==> config.mk <==
export PLATFORM = sky130hd
export DESIGN_NAME = utf8_stream_validator
export DESIGN_NICKNAME = d
export VERILOG_FILES = /design/src/hw/rtl/u8sv_pkg.sv /design/src/hw/rtl/u8sv_sat_counter.sv /design/src/hw/rtl/u8sv_step.sv /design/src/hw/rtl/utf8_stream_validator.sv
export SDC_FILE = /design/constraint.sdc
export NUM_CORES = 1
export LEC_CHECK = 0
export ABC_AREA = 1
export BUFFER_PORTS_ARGS = -buffer_cell sky130_fd_sc_hd__buf_2
export CAP_MARGIN = 20
export CORE_MARGIN = 4
export CORE_UTILIZATION = 50
export CTS_CLUSTER_DIAMETER = 30
export DETAILED_ROUTE_END_ITERATION = 16
export GPL_ROUTABILITY_DRIVEN = 0
export PLACE_DENSITY = 0.69
export SYNTH_ARGS = -nofsm -noshare
export SYNTH_HDL_FRONTEND = slang
export SYNTH_SLANG_ARGS = --single-unit
==> constraint.sdc <==
create_clock -name clock -period 6.2 [get_ports clock]
set_input_delay 1.24 -clock clock [delete_from_list [all_inputs] [get_ports clock]]
set_output_delay 1.24 -clock clock [all_outputs]
set_load 0.03 [all_outputs]
==> src/hw/rtl/u8sv_pkg.sv <==
// shared types, constants and helpers for the utf-8 stream validator
package u8sv_pkg;

   localparam int COUNT_WIDTH  = 32;
   localparam int TOTAL_WIDTH  = 32;
   localparam int POINT_WIDTH  = 21;
   localparam int STATUS_WIDTH = 4;

   typedef enum logic [STATUS_WIDTH-1:0] {
      ST_PENDING  = 4'd0,
      ST_ASCII    = 4'd1,
      ST_MULTI    = 4'd2,
      ST_BADHEAD  = 4'd3,
      ST_BADTAIL  = 4'd4,
      ST_OVERLONG = 4'd5,
      ST_BADPOINT = 4'd6,
      ST_BADEND   = 4'd7,
      ST_ENDOK    = 4'd8,
      ST_STOPPED  = 4'd9
   } status_type;

   // sequence lengths kept in the decode state
   localparam logic [2:0] LEN_IDLE = 3'd0;
   localparam logic [2:0] LEN_TWO  = 3'd2;
   localparam logic [2:0] LEN_THREE = 3'd3;
   localparam logic [2:0] LEN_FOUR = 3'd4;

   localparam logic [POINT_WIDTH-1:0] CP_TWO_MIN   = 21'h00_0080;
   localparam logic [POINT_WIDTH-1:0] CP_TWO_MAX   = 21'h00_07FF;
   localparam logic [POINT_WIDTH-1:0] CP_THREE_MIN = 21'h00_0800;
   localparam logic [POINT_WIDTH-1:0] CP_SURR_LO   = 21'h00_D800;
   localparam logic [POINT_WIDTH-1:0] CP_SURR_HI   = 21'h00_DFFF;
   localparam logic [POINT_WIDTH-1:0] CP_THREE_MAX = 21'h00_FFFF;
   localparam logic [POINT_WIDTH-1:0] CP_FOUR_MIN  = 21'h01_0000;
   localparam logic [POINT_WIDTH-1:0] CP_MAX       = 21'h10_FFFF;

   // decode state carried from one byte to the next
   typedef struct packed {
      logic [1:0]             tails_left;
      logic [2:0]             seq_len;
      logic [POINT_WIDTH-1:0] point;
      logic                   halted;
   } dec_state_type;

   // what the decode step asks of the counters
   typedef struct packed {
      logic ascii_inc;
      logic multi_inc;
   } count_ctl_type;

   function automatic logic [TOTAL_WIDTH-1:0] to_total(input logic [COUNT_WIDTH-1:0] c);
      logic [63:0] wide;
      wide = 64'(c);
      return wide[TOTAL_WIDTH-1:0];
   endfunction

endpackage

==> src/hw/rtl/u8sv_sat_counter.sv <==
// saturating event counter
module u8sv_sat_counter
   import u8sv_pkg::*;
(
   input  logic                   clock,
   input  logic                   reset,
   input  logic                   advance,
   input  logic                   inc,
   output logic [COUNT_WIDTH-1:0] count_in
);

   logic [COUNT_WIDTH-1:0] count_ff;

   // value after this request, also what the result reports
   always_comb begin
      count_in = count_ff;
      if (inc && (count_ff != {COUNT_WIDTH{1'b1}})) begin
         count_in = count_ff + COUNT_WIDTH'(1);
      end
   end

   always_ff @(posedge clock) begin
      if (reset) begin
         count_ff <= '0;
      end else if (advance) begin
         count_ff <= count_in;
      end
   end

endmodule

==> src/hw/rtl/u8sv_step.sv <==
// one byte of utf-8 decoding: next state and status for a request
module u8sv_step
   import u8sv_pkg::*;
(
   input  logic [7:0]             data_byte,
   input  logic                   end_of_stream,
   input  dec_state_type          cur,
   output dec_state_type          nxt,
   output count_ctl_type          ctl,
   output status_type             status,
   output logic [POINT_WIDTH-1:0] detail
);

   logic [POINT_WIDTH-1:0] acc;
   logic [1:0]             tails_dec;
   status_type             verdict;

   assign acc       = {cur.point[POINT_WIDTH-7:0], data_byte[5:0]};
   assign tails_dec = cur.tails_left - 2'd1;

   // range check of a completed sequence
   always_comb begin
      case (cur.seq_len)
         LEN_TWO: begin
            verdict = (acc >= CP_TWO_MIN && acc <= CP_TWO_MAX) ? ST_MULTI : ST_OVERLONG;
         end
         LEN_THREE: begin
            if (acc < CP_THREE_MIN) begin
               verdict = ST_OVERLONG;
            end else if (acc >= CP_SURR_LO && acc <= CP_SURR_HI) begin
               verdict = ST_BADPOINT;
            end else if (acc <= CP_THREE_MAX) begin
               verdict = ST_MULTI;
            end else begin
               verdict = ST_OVERLONG;
            end
         end
         default: begin
            if (acc < CP_FOUR_MIN) begin
               verdict = ST_OVERLONG;
            end else if (acc > CP_MAX) begin
               verdict = ST_BADPOINT;
            end else begin
               verdict = ST_MULTI;
            end
         end
      endcase
   end

   always_comb begin
      nxt    = cur;
      ctl    = '0;
      status = ST_STOPPED;
      detail = '0;
      if (cur.halted) begin
         status = ST_STOPPED;
      end else if (end_of_stream) begin
         nxt.halted = 1'b1;
         if (cur.tails_left != 2'd0) begin
            status = ST_BADEND;
            detail = cur.point;
         end else begin
            status = ST_ENDOK;
         end
      end else if (cur.tails_left == 2'd0) begin
         // header byte
         if (data_byte[7] == 1'b0) begin
            ctl.ascii_inc = 1'b1;
            status        = ST_ASCII;
            detail        = POINT_WIDTH'(data_byte);
         end else if (data_byte[7:5] == 3'b110) begin
            nxt.point      = POINT_WIDTH'(data_byte[4:0]);
            nxt.seq_len    = LEN_TWO;
            nxt.tails_left = 2'd1;
            status         = ST_PENDING;
            detail         = nxt.point;
         end else if (data_byte[7:4] == 4'b1110) begin
            nxt.point      = POINT_WIDTH'(data_byte[3:0]);
            nxt.seq_len    = LEN_THREE;
            nxt.tails_left = 2'd2;
            status         = ST_PENDING;
            detail         = nxt.point;
         end else if (data_byte[7:3] == 5'b11110) begin
            nxt.point      = POINT_WIDTH'(data_byte[2:0]);
            nxt.seq_len    = LEN_FOUR;
            nxt.tails_left = 2'd3;
            status         = ST_PENDING;
            detail         = nxt.point;
         end else begin
            nxt.halted = 1'b1;
            status     = ST_BADHEAD;
            detail     = POINT_WIDTH'(data_byte);
         end
      end else if (data_byte[7:6] != 2'b10) begin
         nxt.halted = 1'b1;
         status     = ST_BADTAIL;
         detail     = POINT_WIDTH'(data_byte);
      end else begin
         // tail byte
         nxt.point      = acc;
         nxt.tails_left = tails_dec;
         detail         = acc;
         if (tails_dec != 2'd0) begin
            status = ST_PENDING;
         end else begin
            status      = verdict;
            nxt.seq_len = LEN_IDLE;
            if (verdict == ST_MULTI) begin
               ctl.multi_inc = 1'b1;
            end else begin
               nxt.halted = 1'b1;
            end
         end
      end
   end

endmodule

==> src/hw/rtl/utf8_stream_validator.sv <==
// top level of the utf-8 stream validator
//
//  port group | dir | handshake             | payload
//  req_       | in  | req_valid / req_ready | data_byte (8), end_of_stream (1)
//  rsp_       | out | rsp_valid / rsp_ready | status (4), detail_value (21),
//             |     |                       | ascii_total (32), multibyte_total (32)
//
// one request per cycle sustained while rsp_ready is high; a taken request
// passes through the input register, then the result register, before its
// response is valid
// the decode step sits between the input register and the result register
// reset clears decode state, counters and both valid flags
// a stalled response holds the result register; the input register keeps
// its request and req_ready drops only when both stages are full and
// rsp_ready is low
module utf8_stream_validator
   import u8sv_pkg::*;
(
   input  logic                    clock,
   input  logic                    reset,
   input  logic                    req_valid,
   output logic                    req_ready,
   input  logic [7:0]              req_data_byte,
   input  logic                    req_end_of_stream,
   output logic                    rsp_valid,
   input  logic                    rsp_ready,
   output logic [STATUS_WIDTH-1:0] rsp_status,
   output logic [POINT_WIDTH-1:0]  rsp_detail_value,
   output logic [TOTAL_WIDTH-1:0]  rsp_ascii_total,
   output logic [TOTAL_WIDTH-1:0]  rsp_multibyte_total
);

   // input register
   logic       in_valid_ff;
   logic [7:0] in_byte_ff;
   logic       in_eos_ff;

   // result register
   logic                   out_valid_ff;
   status_type             out_status_ff;
   logic [POINT_WIDTH-1:0] out_detail_ff;
   logic [TOTAL_WIDTH-1:0] out_ascii_ff;
   logic [TOTAL_WIDTH-1:0] out_multi_ff;

   // decode state
   dec_state_type state_ff;
   dec_state_type state_in;

   count_ctl_type          ctl;
   status_type             step_status;
   logic [POINT_WIDTH-1:0] step_detail;
   logic [COUNT_WIDTH-1:0] ascii_in;
   logic [COUNT_WIDTH-1:0] multi_in;

   logic out_free;
   logic advance;

   // result register can take a new value when empty or being drained
   assign out_free  = !out_valid_ff || rsp_ready;
   // the request in the input register moves to the result register
   assign advance   = in_valid_ff && out_free;
   assign req_ready = !in_valid_ff || out_free;

   u8sv_step u_step (
      .data_byte     (in_byte_ff),
      .end_of_stream (in_eos_ff),
      .cur           (state_ff),
      .nxt           (state_in),
      .ctl           (ctl),
      .status        (step_status),
      .detail        (step_detail)
   );

   u8sv_sat_counter u_ascii_cnt (
      .clock    (clock),
      .reset    (reset),
      .advance  (advance),
      .inc      (ctl.ascii_inc),
      .count_in (ascii_in)
   );

   u8sv_sat_counter u_multi_cnt (
      .clock    (clock),
      .reset    (reset),
      .advance  (advance),
      .inc      (ctl.multi_inc),
      .count_in (multi_in)
   );

   // control flags and decode state
   always_ff @(posedge clock) begin
      if (reset) begin
         in_valid_ff  <= 1'b0;
         out_valid_ff <= 1'b0;
         state_ff     <= '0;
      end else begin
         if (req_ready) begin
            in_valid_ff <= req_valid;
         end
         if (out_free) begin
            out_valid_ff <= in_valid_ff;
         end
         if (advance) begin
            state_ff <= state_in;
         end
      end
   end

   // payload registers
   always_ff @(posedge clock) begin
      if (req_valid && req_ready) begin
         in_byte_ff <= req_data_byte;
         in_eos_ff  <= req_end_of_stream;
      end
      if (advance) begin
         out_status_ff <= step_status;
         out_detail_ff <= step_detail;
         // totals report the counts after this request
         out_ascii_ff  <= to_total(ascii_in);
         out_multi_ff  <= to_total(multi_in);
      end
   end

   assign rsp_valid           = out_valid_ff;
   assign rsp_status          = out_status_ff;
   assign rsp_detail_value    = out_detail_ff;
   assign rsp_ascii_total     = out_ascii_ff;
   assign rsp_multibyte_total = out_multi_ff;

endmodule
==> qor.yml <==
p_total_mw: 2.86
worstSkewPairLatency_ns: 0.44
ant_nets: 0
avgSynthCellArea_sq_um: 7.85
crit_family: "simple AND/OR/NAND/NOR gates"
fmax_ghz: 0.302
cp-start-kind: "flip-flop"
path_clk_slew_ns: 0.07
synthSimpleGateAreaFrac_pct: 27.9
synth_edf_count: 98
start_util_pct: 51.2
synthFlopType: "edfxtp_1"
antenna_cells: 0
synth_top_family_by_area: "simple AND/OR/NAND/NOR gates"
cts_sinks: 191
firstDrtPassIters: 6
drive_gt1_share_pct: 16.9
maxSlewViolCount: 0
path_max_fanout: 34
intPower_mw: 2.07
finalHoldViolations: 0
routed_wl_um: 23500
worst-path-stages: 10
final.setup.tns_ns: 0
yosys.area_share.adder_pct: 0.249
fillCellCount: 1860
cp-startpoint: "state_ff[12]"
clkPwrFrac_pct: 37.6
placeableCoreArea_sq_um: 19700
ctsHoldBuffers: 0
netSwitchingFraction_pct: 27.6
synth-warning-count: 0
path_cells: "nor2_1 -> nand2_1 -> nor2_1 -> nand3_1 -> nand2_2 -> nand3_2 -> nor2_4 -> nand3_2 -> nand2_1 -> nand2_1"
regToRegSetupSlack_ns: 2.89
synth_commonest_cells: "305 x nand2_1, 170 x inv_1, 117 x nor2_1"
comb_power_share_pct: 11.5
r2r-start: "state_ff[12]"
crit_path_end_kind: "flip-flop"
grt_pass1_vias: 7648
syn_to_final_growth_pct: 12.0
fp.dieH_um: 150
clockRootBuffer: "clkbuf_16"
drt_iter0_drc: 896
leakage_nw: 4.77
wl_per_cell_um: 14.4
grt_pass1_wl_um: 38300
fin_ws_ns: 2.89
final_core_util_pct: 57.4
timing.final.setup_violations: 0
cts_tree: "built"
status: "finished clean"
htreeDepth: 4
worstPathRequired_ns: 6.37
fin_crit_sh_pct: 53.4
cpPeakStageDelay_ns: 0.91
antenna_found_initial: 0
place_area_sq_um: 10700
synth_compound_area_share_pct: 10.5
nNetsFinal: 1375
seqPwrFrac_pct: 50.9
reg2regPathDepth: 10
synth_area_leaders: "edfxtp_1 29%, dfxtp_1 19%, nand2_1 11%, inv_1 6.3%, nand3_1 5.0%"
numCtsBuffers: 17
final.setup_skew_ns: 0.0107
hold_class: "reg -> reg"
dr_total_vias: 8517
synth_xor_area_share_pct: 4.35
synthDistinctLibCells: 45
maxSlewHeadroom_pct: 26.0
ys_seq_area_share_pct: 47.7
post-cts-setup-buffers: 0
min_period_ns: 3.31
yosysTopAreaCell: "edfxtp_1"
synth_fp_nets: 1296
irDropWorstVdd_v: 0.000209
drc_errors: 0
synthCells: 1281
synth_area_sq_um: 10100
grt_max_degree: 75
hold_path.startpoint: "state_ff[16]"
async_reset_ff_share_pct: 0
path_common_cell: "nand2_1"
crit_buf_inv: 0
finalInstanceArea_sq_um: 11300
r2r_end: "rsp_multibyte_total[26]"
grt_usage_pct: 21.3
netlist.area_leader.share_pct: 29.2
pre_cts_slack_ns: 2.59
cts_max_path_buffers: 2
synth.most_common_cell: "nand2_1"
dp.final_hpwl_um: 16000
critPathSlowestCell: "nand3_2"
maxCapViolCount: 0
arrival_ns: 3.48
gr-total-overflow: 0
synthMuxAreaShare_pct: 0
path_class: "reg -> reg"
via_per_inst: 5.20
io_buffers: 103
die_area_sq_um: 22500
io_pins: 104
ctsResizeCount: 0
ys_ff_latch: 191
rsz0062_at_grt: "false"
switching_power_mw: 0.790
endpoint: "rsp_multibyte_total[26]"
power_per_cell_area_nw_per_um2: 254
fp-row-count: 51
tightest_slew_ns: 1.11
fp.dieW_um: 150
power by group through the flow:
stage / Clock, mW / Combinational [mW] / Sequential (mW)
after floorplan: 0 / 0.196 / 1.53
after global placement: 0 / 0.325 / 1.48
after detailed placement: 0 / 0.329 / 1.48
after CTS: 1.10 / 0.331 / 1.46
after global routing: 1.16 / 0.366 / 1.46
final: 1.08 / 0.329 / 1.46
registers in the layout (all words and copies together) (netlist names), 4 cells and up:
register / flops
rsp_ascii_total: 32
rsp_multibyte_total: 32
u_ascii_cnt.count_ff: 32
u_multi_cnt.count_ff: 32
state_ff: 27
rsp_detail_value: 21
in_byte_ff: 8
rsp_status: 4
worst min-delay path: cells and delay by family, from the launching register on:
kind             cells  cell delay [ns]
AO/OA/AOI/OAI        1             0.05
flip-flops           1             0.31
AND/OR/NAND/NOR      1             0.06
how the worst min path moves through the flow:
stage	slack, ns	depth (start not counted)	to
global route	0.48	2	state_ff[21]
finish	0.46	2	state_ff[16]
global placement	0.45	2	state_ff[16]
floorplan	0.44	2	state_ff[16]
CTS	0.46	2	state_ff[16]
detailed placement	0.45	2	state_ff[16]
through the flow:
stage               instances  hold slack (ns)
finish                   1638            0.463
global placement         1606            0.451
CTS                      1638            0.464
floorplan                1281            0.440
global route             1638            0.484
detailed placement       1606            0.453
placed cells by master, fill, tap and decap left out, types with 22 or more instances in the layout:
cell type / n
nand2_1: 304
inv_1: 169
nor2_1: 117
buf_2: 103
nand3_1: 101
edfxtp_1: 98
dfxtp_1: 93
a21oi_1: 89
xor2_1: 47
nand2_2: 36
nor3_1: 29
o21ai_0: 22
o21ai_1: 22
area by class of cell:
cell class,instances,area (sq um),share of cell area [%]
multi-input cells,861,4330,38.4
well taps,265,332,2.94
repair buffers,108,553,4.91
inverters,181,687,6.09
flip-flops and latches,191,4800,42.6
clock inverters,13,125,1.11
clock buffers,19,443,3.93
metal layers:
| layer | global-route usage (%) | wire length [um] | up-vias |
|---|---|---|---|
| met5 | 0 | 0 | - |
| met4 | 5.81 | 388 | 0 |
| met3 | 4.39 | 1680 | 33 |
| met2 | 32.5 | 10500 | 289 |
| met1 | 30.9 | 11000 | 3883 |
| li1 | - | - | 4312 |
cells by family after synthesis:
family / count (synthesis)
xor+xnor: 50
flops: 191
compound gates: 179
simple gates: 630
buf+inv: 229
fa+ha+maj: 2
(Power assumes the default switching activity.)
